## config.mk

```make
export PLATFORM = sky130hd
export DESIGN_NAME = strs_ctrl
export DESIGN_NICKNAME = d
export VERILOG_FILES = /design/src/sv/segment_tree_range_sum_macros.svh /design/src/sv/strs_pkg.sv /design/src/sv/strs_ctrl.sv
export SDC_FILE = /design/constraint.sdc
export NUM_CORES = 1
export LEC_CHECK = 0
export ABC_CLOCK_PERIOD_IN_PS = 1650
export BUFFER_PORTS_ARGS = -buffer_cell sky130_fd_sc_hd__buf_2
export CAP_MARGIN = 20
export CORE_AREA = 3 3 40 42
export DETAILED_ROUTE_END_ITERATION = 8
export DIE_AREA = 0 0 43 45
export HOLD_SLACK_MARGIN = 0.15
export PLACE_DENSITY = 0.58
export REMOVE_ABC_BUFFERS = 1
export SYNTH_ARGS = -nofsm -noshare
export SYNTH_HDL_FRONTEND = slang
export SYNTH_SLANG_ARGS = --single-unit
```

## constraint.sdc

```tcl
create_clock -name aclk -period 1.65 [get_ports aclk]
set_clock_uncertainty 0.15 [all_clocks]
set_input_delay 0.165 -clock aclk [delete_from_list [all_inputs] [get_ports aclk]]
set_output_delay 0.165 -clock aclk [all_outputs]
set_load 0.03 [all_outputs]
```

## src/sv/segment_tree_range_sum_macros.svh

```systemverilog
// assertion macros for the segment tree range sum block
// used by the top level only; expects aclk and aresetn in scope
`ifndef SEGMENT_TREE_RANGE_SUM_MACROS_SVH
`define SEGMENT_TREE_RANGE_SUM_MACROS_SVH

// same-cycle implication, held off during reset
`define STRS_ASSERT_NOW(lbl, ante, cons, msg) \
    lbl: assert property (@(posedge aclk) disable iff (!aresetn) (ante) |-> (cons)) \
        else $error(msg);

// next-cycle implication, held off during reset
`define STRS_ASSERT_NEXT(lbl, ante, cons, msg) \
    lbl: assert property (@(posedge aclk) disable iff (!aresetn) (ante) |=> (cons)) \
        else $error(msg);

`endif

```

## src/sv/strs_pkg.sv

```systemverilog
// shared types and constants for the segment tree range sum block
// no dependencies; used by controller, datapath and top level
package strs_pkg;

    localparam int SUM_W          = 42;
    localparam int IDX_W          = 10;
    localparam int VAL_W          = 32;
    localparam int LC_W           = 11;
    localparam int LC_RESET       = 1024;
    localparam int LEAVES_DEFAULT = 1024;

    // input tdata layout, lowest bit up
    localparam int LEAF_INDEX_LSB = 0;
    localparam int LEAF_VALUE_LSB = LEAF_INDEX_LSB + IDX_W;
    localparam int RANGE_LOW_LSB  = LEAF_VALUE_LSB + VAL_W;
    localparam int RANGE_HIGH_LSB = RANGE_LOW_LSB + IDX_W;
    localparam int S_FIELDS_W     = RANGE_HIGH_LSB + IDX_W;
    localparam int S_TDATA_W      = ((S_FIELDS_W + 7) / 8) * 8;
    localparam int M_TDATA_W      = ((SUM_W + 7) / 8) * 8;

    localparam logic ACTION_ASSIGN = 1'b0;
    localparam logic ACTION_QUERY  = 1'b1;

    typedef enum logic [3:0] {
        ST_CLEAR,
        ST_IDLE,
        ST_DECODE,
        ST_ASG_LEAF,
        ST_ASG_READ,
        ST_ASG_SUM,
        ST_QRY_READ,
        ST_QRY_ACC,
        ST_FINISH
    } state_t;

    typedef struct packed {
        logic clear;     // write zero at clear pointer, advance
        logic load;      // latch the accepted transaction
        logic leaf_wr;   // write the new leaf value
        logic asg_sum;   // write parent sum, step up one level
        logic qry_acc;   // add boundary nodes, step both ends up
        logic out_load;  // move result into the output register
    } cmd_t;

    typedef struct packed {
        logic clr_done;
        logic is_query;
        logic err;
        logic at_root;
        logic parent_root;
        logic a_lt_b;
        logic out_busy;
    } status_t;

endpackage

```

## src/sv/strs_ctrl.sv

```systemverilog
// controller state machine for the segment tree range sum block
// depends on strs_pkg; drives the datapath by cmd_t, reads status_t
module strs_ctrl (
    input  logic              aclk,
    input  logic              aresetn,
    input  logic              s_tvalid,
    output logic              s_tready,
    input  strs_pkg::status_t status,
    output strs_pkg::cmd_t    cmd
);

    strs_pkg::state_t state_reg;
    strs_pkg::state_t state_next;

    always_ff @(posedge aclk) begin
        if (!aresetn) begin
            state_reg <= strs_pkg::ST_CLEAR;
        end else begin
            state_reg <= state_next;
        end
    end

    always_comb begin
        state_next = state_reg;
        case (state_reg)
            strs_pkg::ST_CLEAR: begin
                if (status.clr_done) state_next = strs_pkg::ST_IDLE;
            end
            strs_pkg::ST_IDLE: begin
                if (s_tvalid) state_next = strs_pkg::ST_DECODE;
            end
            strs_pkg::ST_DECODE: begin
                if (status.err) state_next = strs_pkg::ST_FINISH;
                else if (status.is_query) state_next = strs_pkg::ST_QRY_READ;
                else state_next = strs_pkg::ST_ASG_LEAF;
            end
            strs_pkg::ST_ASG_LEAF: begin
                state_next = status.at_root ? strs_pkg::ST_FINISH : strs_pkg::ST_ASG_READ;
            end
            strs_pkg::ST_ASG_READ: begin
                state_next = strs_pkg::ST_ASG_SUM;
            end
            strs_pkg::ST_ASG_SUM: begin
                state_next = status.parent_root ? strs_pkg::ST_FINISH : strs_pkg::ST_ASG_READ;
            end
            strs_pkg::ST_QRY_READ: begin
                state_next = status.a_lt_b ? strs_pkg::ST_QRY_ACC : strs_pkg::ST_FINISH;
            end
            strs_pkg::ST_QRY_ACC: begin
                state_next = strs_pkg::ST_QRY_READ;
            end
            strs_pkg::ST_FINISH: begin
                if (!status.out_busy) state_next = strs_pkg::ST_IDLE;
            end
            default: begin
                state_next = strs_pkg::ST_CLEAR;
            end
        endcase
    end

    always_comb begin
        cmd      = '0;
        s_tready = 1'b0;
        case (state_reg)
            strs_pkg::ST_CLEAR: begin
                cmd.clear = 1'b1;
            end
            strs_pkg::ST_IDLE: begin
                s_tready = 1'b1;
                cmd.load = s_tvalid;
            end
            strs_pkg::ST_ASG_LEAF: begin
                cmd.leaf_wr = 1'b1;
            end
            strs_pkg::ST_ASG_SUM: begin
                cmd.asg_sum = 1'b1;
            end
            strs_pkg::ST_QRY_ACC: begin
                cmd.qry_acc = 1'b1;
            end
            strs_pkg::ST_FINISH: begin
                cmd.out_load = !status.out_busy;
            end
            default: begin
                cmd = '0;
            end
        endcase
    end

endmodule

```

==> impl_metrics.yaml, run 1 <==
power_and_ir_drop:
  combPwrFrac_pct: 55.1
  p_int_w: 0.0003886
  p_total_w: 0.0006933
  pwr_density_cell_nw_per_um2: 1169
  power_leakage_nw: 0.2400
  swShare_pct: 43.95
  peakVddDrop_mv: 0.5298
  power_frac_seq_pct: 26.8
  p_switching_w: 0.0003047
  power.share.clock_pct: 18.1
place:
  dp_hpwl_um: 737.1
  placed_area_um2: 495.5
  dpl_worst_slack_ps: 91.20
  io_buffers: 16
  gp_congestion: 0.7019
grt:
  grt_pass1_vias: 407
  grt_max_degree: 15
  met2_usage_pct: 20.36
  top_usage_layer: "met2"
  grt_pass1_wl_um: 1669
  track_usage_pct: 11.65
  grtUsageMet3_pct: 5.976
  grt.overflow.total: 0
  met1_usage_pct: 12.98
  antenna_found_initial: 0
synthesis:
  syn_area_per_cell_um2: 7.814
  syn_inst: 53
  netlist.area_leader.share_pct: 19.34
  synthTopCellsByArea: "dfxtp_1, buf_6, nand2b_1"
  ys_dominant_reg_cell: "dfxtp_1"
  synth.distinct_cells: 31
  synthArstFlopShare_pct: 0
  yosys.area.top_type: "dfxtp_1"
  yosysSeqAreaShare_pct: 19.34
  yosysWarningCount: 0
  synth-edff-count: 0
  syn-cell-area_um2: 414.1
  ys_ff_latch: 4
min_path:
  hp-class: "primary input to flop"
  min_path_cells: 4
  min-delay-start: "status[6]"
  hold-path-endpoint: "state_reg[1]$_SDFFE_PN0P_"
finish:
  fin_nets: 86
  largest_reg_flops: 4
  fin_area_um2: 593.1
  antenna_cells: 0
  drive_above_1_share_pct: 43.24
  synthToLayoutAreaGrowth_pct: 43.20
run_status:
  outcome: "complete, no violations"
drt:
  drcViolationCount: 0
  vias_per_cell: 5.157
  drtIter0Drc: 13
  antenna_left: 0
  routedWlPerCell_um: 11.73
  wl_um: 1044
  drtPass1Iterations: 4
  vias: 459
timing:
  tightest_slew_ps: 268.2
  rsz0062_at_grt: "true"
  timing.final.ws_setup_ps: 69.11
  slew_headroom_pct: 81.97
  min_period_over_period_pct: 95.81
  hold_viol: 0
  fin_setup_tns_ps: 0
  maxSlewViolCount: 0
  period_needed_ps: 1581
  max_freq_mhz: 632.6
  setup_violations: 0
floorplan:
  chipWidth_um: 43
  num_rows: 13
  ioPinCount: 17
  start_util_pct: 32.23
  core_area_um2: 1285
  die-height_um: 45
  die_area_um2: 1935
cts:
  clk_path_buf_depth: 2
  cts-htree-levels: 1
  cts_buffers: 3
  cts_root_buf: "clkbuf_4"
  clock-sinks: 4
  clk_pin_slew_ps: 40
  worstSkewPairLatency_ps: 240
  cts_tree: "done"
worst_setup_path:
  crit_chain: "buf_12 -> nor3_4 -> and2_1 -> buf_4"
  reg2reg_slack_ps: 240
  critPathMaxStageDelay_ps: 350
  r2r_cells: 4
  critPathBufInv: 2
  crit_path_start_kind: "flop"
  required_ps: 1330
  crit_path_top_delay_cell: "dfxtp_2"
  r2r-end: "state_reg[0]$_SDFFE_PN0P_"
  crit_fanout: 14
  arrival_ps: 1270
  end_kind: "primary output"
  r2r-start: "state_reg[3]$_SDFFE_PN0P_"
  worstSetupPathType: "flop to primary output"
  path_delay_family: "simple AND/OR/NAND/NOR gates"
run:
  maxCapViolCount: 0
[worst min-delay path, cell delays in order]
cell      delay [ps]
buf_2             70
nand2b_1          90
nand3_1          110
nor2_1           110
[repair_timing]
item / in CTS / in global routing
buffers inserted: 0 / 0
resized for setup: 6 / 4
hold buffers: 4 / 0
endpoints found under the hold margin: 4 / 0
endpoints found under the setup margin: 3 / 4
[cells by family after synthesis]
family | count (synthesis) | synth area share, %
xor gates and xnor gates | 1 | 2.115
and+or+nand+nor | 29 | 40.49
muxes | 2 | 4.834
DFF | 4 | 19.34
buffers and inverters | 6 | 13.59
AOI/OAI and AO/OA | 11 | 19.64
[synthesized netlist by cell type (2+ instances only)]
cell / instances
nand2b_1: 4
mux2i_1: 2
a22oi_1: 2
nor4_1: 2
buf_6: 3
nor3_1: 3
o31ai_1: 2
nand2_1: 5
nor2_1: 5
dfxtp_1: 4
[area by class of cell]
type	instances	area, µm²
flip-flops and latches	4	85.08
repair buffers	23	160.2
well taps	15	18.77
multi-input cells	43	302.8
inverters	1	3.754
clock buffers	3	22.52
fillers	141	691.9
[metrics by stage]
step	hold WS, ps	util (%)	std cells
final	189.8	46.15	89
after global routing	225.1	46.15	89
after floorplan	132.5	-	48
after CTS	186.9	44.89	89
after global placement	283.2	38.56	82
after detailed placement	284.8	38.56	82
[how the worst max path moves through the flow]
stage	slack [ps]	cells after the start	endpoint	start
finish	70	4	cmd[4]	state_reg[2]$_SDFFE_PN0P_
global route	-0.7	4	cmd[4]	state_reg[2]$_SDFFE_PN0P_
CTS	5	4	cmd[4]	state_reg[2]$_SDFFE_PN0P_
detailed placement	90	4	cmd[4]	state_reg[0]$_SDFFE_PN0P_
global placement	160	4	cmd[4]	state_reg[0]$_SDFFE_PN0P_
floorplan	-450	4	state_reg[0]$_SDFFE_PN0P_	state_reg[2]$_SDFFE_PN0P_
[power groups by stage]
stage	Clock (W)	Sequential, W	Combinational (W)
after global placement	0	0.000172	0.000328
after floorplan	0	0.000168	0.000233
after global routing	0.000142	0.000192	0.000413
after detailed placement	0	0.000174	0.000330
after CTS	0.000134	0.000180	0.000364
final	0.000125	0.000186	0.000382
[cell usage in the layout (no fill, tap or decap), drive strengths merged, types with 2 or more instances in the layout]
cell,n
nand2b,5
o21ai,2
dfxtp,4
nand2,5
mux2i,2
nor2,5
dlygate4sd3,4
nor3,3
clkbuf,3
buf,19
nor4,2
a22oi,2
o31ai,2
[per-layer routing]
layer  part of all wire [%]  wire (µm)
met1                     46        479
met5                      0          0
met3                    7.6         79
met4                      0          0
met2                     46        485
No activity file was read; power rests on OpenSTA's default activity.
==> inputs of run 2 (changes only) <==
--- a/config.mk
+++ b/config.mk
@@ -5,14 +5,16 @@
 export SDC_FILE = /design/constraint.sdc
 export NUM_CORES = 1
 export LEC_CHECK = 0
+export ABC_AREA = 1
 export ABC_CLOCK_PERIOD_IN_PS = 1650
 export BUFFER_PORTS_ARGS = -buffer_cell sky130_fd_sc_hd__buf_2
 export CAP_MARGIN = 20
 export CORE_AREA = 3 3 40 42
 export DETAILED_ROUTE_END_ITERATION = 8
 export DIE_AREA = 0 0 43 45
+export GPL_TIMING_DRIVEN = 0
 export HOLD_SLACK_MARGIN = 0.15
-export PLACE_DENSITY = 0.58
+export PLACE_DENSITY = 0.57
 export REMOVE_ABC_BUFFERS = 1
 export SYNTH_ARGS = -nofsm -noshare
 export SYNTH_HDL_FRONTEND = slang
==> impl_metrics.yaml, run 2 <==
worst_setup_path:
  crit_path_start_kind: "flop"
  arrival_ps: 1240
  worstSetupPathType: "flop to primary output"
  crit_fanout: 7
  required_ps: 1330
  end_kind: "primary output"
timing:
  fin_setup_tns_ps: 0
  slew_headroom_pct: 83.92
  max_freq_mhz: 644.6
  maxSlewViolCount: 0
  tightest_slew_ps: 240.1
  timing.final.ws_setup_ps: 98.61
  setup_violations: 0
  min_period_over_period_pct: 94.02
  hold_viol: 0
  period_needed_ps: 1551
place:
  dp_hpwl_um: 719.8
  placed_area_um2: 491.7
  dpl_worst_slack_ps: 151.4
  gp_congestion: 0.7148
  io_buffers: 16
synthesis:
  synth.distinct_cells: 20
  synth-edff-count: 0
  syn_area_per_cell_um2: 6.355
  synthArstFlopShare_pct: 0
  yosys.area.top_type: "dfxtp_1"
  yosysSeqAreaShare_pct: 20.00
  syn_inst: 63
  yosysMostFrequentCell: "inv_1"
  ys_top_cells_by_count: "inv_1, nor2_1, nand3_1, nand2_1"
  yosysWarningCount: 0
  ys_dominant_reg_cell: "dfxtp_1"
  ys_ff_latch: 4
  netlist.area_leader.share_pct: 20.00
  syn-cell-area_um2: 400.4
  synthTopCellsByArea: "dfxtp_1, inv_1, nor2_1"
grt:
  grt_pass1_wl_um: 1662
  antenna_found_initial: 0
  grt.overflow.total: 0
  grt_max_degree: 10
  track_usage_pct: 11.31
  grt_pass1_vias: 433
min_path:
  hp-class: "primary input to flop"
floorplan:
  core_area_um2: 1285
  chipWidth_um: 43
  start_util_pct: 31.16
  die_area_um2: 1935
  ioPinCount: 17
  num_rows: 13
  die-height_um: 45
drt:
  drtIter0Drc: 5
  drcViolationCount: 0
  drtPass1Iterations: 4
  wl_um: 1013
  vias: 467
  antenna_left: 0
  vias_per_cell: 4.578
  routedWlPerCell_um: 9.931
cts:
  clk_pin_slew_ps: 40
  cts-htree-levels: 1
  cts_tree: "done"
  worstSkewPairLatency_ps: 240
  clk_path_buf_depth: 2
  cts_root_buf: "clkbuf_4"
  clock-sinks: 4
  cts_buffers: 3
finish:
  fin_nets: 99
  final_common_cell: "buf_2"
  antenna_cells: 0
  fin_area_um2: 580.6
  synthToLayoutAreaGrowth_pct: 45.00
  final_cell_mix: "buf_2, inv_1, nor2_1"
  largest_reg_flops: 4
  drive_above_1_share_pct: 39.08
power_and_ir_drop:
  p_total_w: 0.0005284
  peakVddDrop_mv: 0.4650
  power_leakage_nw: 0.3127
  pwr_density_cell_nw_per_um2: 910.1
run:
  maxCapViolCount: 0
run_status:
  outcome: "complete, no violations"
[run 2: cell types whose count changed after synthesis, moves of 2 or more]
cell | previous run | this run
a22oi_1 | 2 | 0
buf_6 | 3 | 0
inv_1 | 1 | 12
mux2i_1 | 2 | 0
nand2b_1 | 4 | 0
nand3_1 | 1 | 7
nand4_1 | 0 | 3
nor2_1 | 5 | 11
nor2_2 | 0 | 2
nor4_1 | 2 | 0
o211ai_1 | 0 | 2
o31ai_1 | 2 | 0
[run 2: critical path, cell delays in order (launching register included)]
cell and delay [ps]:
dfxtp_1 350, nor2_4 200, nand3_2 130, nor2_1 110
buf_2 200
[run 2: power by group]
| part | internal (W) | total, W | switching [W] |
|---|---|---|---|
| Clock | 0.0000816 | 0.000124 | 0.0000427 |
| Sequential | 0.000115 | 0.000155 | 0.0000399 |
| Combinational | 0.0000921 | 0.000249 | 0.000157 |
[run 2: cell type report]
type / instances / area (µm²)
tap: 15 / 18.77
clock buffer: 3 / 22.52
inverter: 14 / 55.05
multi-input combinational: 44 / 262.8
sequential: 4 / 86.33
fill: 143 / 704.4
timing repair buffer: 22 / 135.1
[run 2: path summary, 6_finish.rpt]
kind | slack, ps | from | to | cells after the start
min reg2reg | 470 | state_reg[2]$_SDFFE_PN0P_ | state_reg[3]$_SDFFE_PN0P_ | 3
max | 100 | state_reg[3]$_SDFFE_PN0P_ | cmd[4] | 4
max reg2reg | 290 | state_reg[3]$_SDFFE_PN0P_ | state_reg[0]$_SDFFE_PN0P_ | 7
min | 190 | status[5] | state_reg[2]$_SDFFE_PN0P_ | 5
[run 2: cell families after synthesis]
family / share of synthesized area [%]
simple gates: 54.69
buf+inv: 15.62
flops: 20.00
compound gates: 9.686
[run 2: timing repair]
item                       CTS  global route
setup endpoints to repair    4             5
pin swaps                    0             1
cloned                       0             0
buffers inserted             0             3
resized for setup            1             5
hold buffers                 3             0
hold endpoints to repair     4             0
[run 2: layer usage]
metal	up-vias	GRT usage, %	part of all wire (%)	wire length (µm)
met5	-	0	0	0
li1	251	-	-	-
met3	2	1.594	6.0	61
met1	201	13.43	45	459
met4	0	7.229	0.99	10
met2	13	19.16	47	481
[run 2: through the flow]
stage                     hold slack, ps  instances  utilization, %
after global placement             283.5         93           38.27
final                              185.3        102           45.18
after global routing               226.3        102           45.18
after detailed placement           290.2         93           38.27
after floorplan                    177.7         62               -
after CTS                          183.9         99           42.45
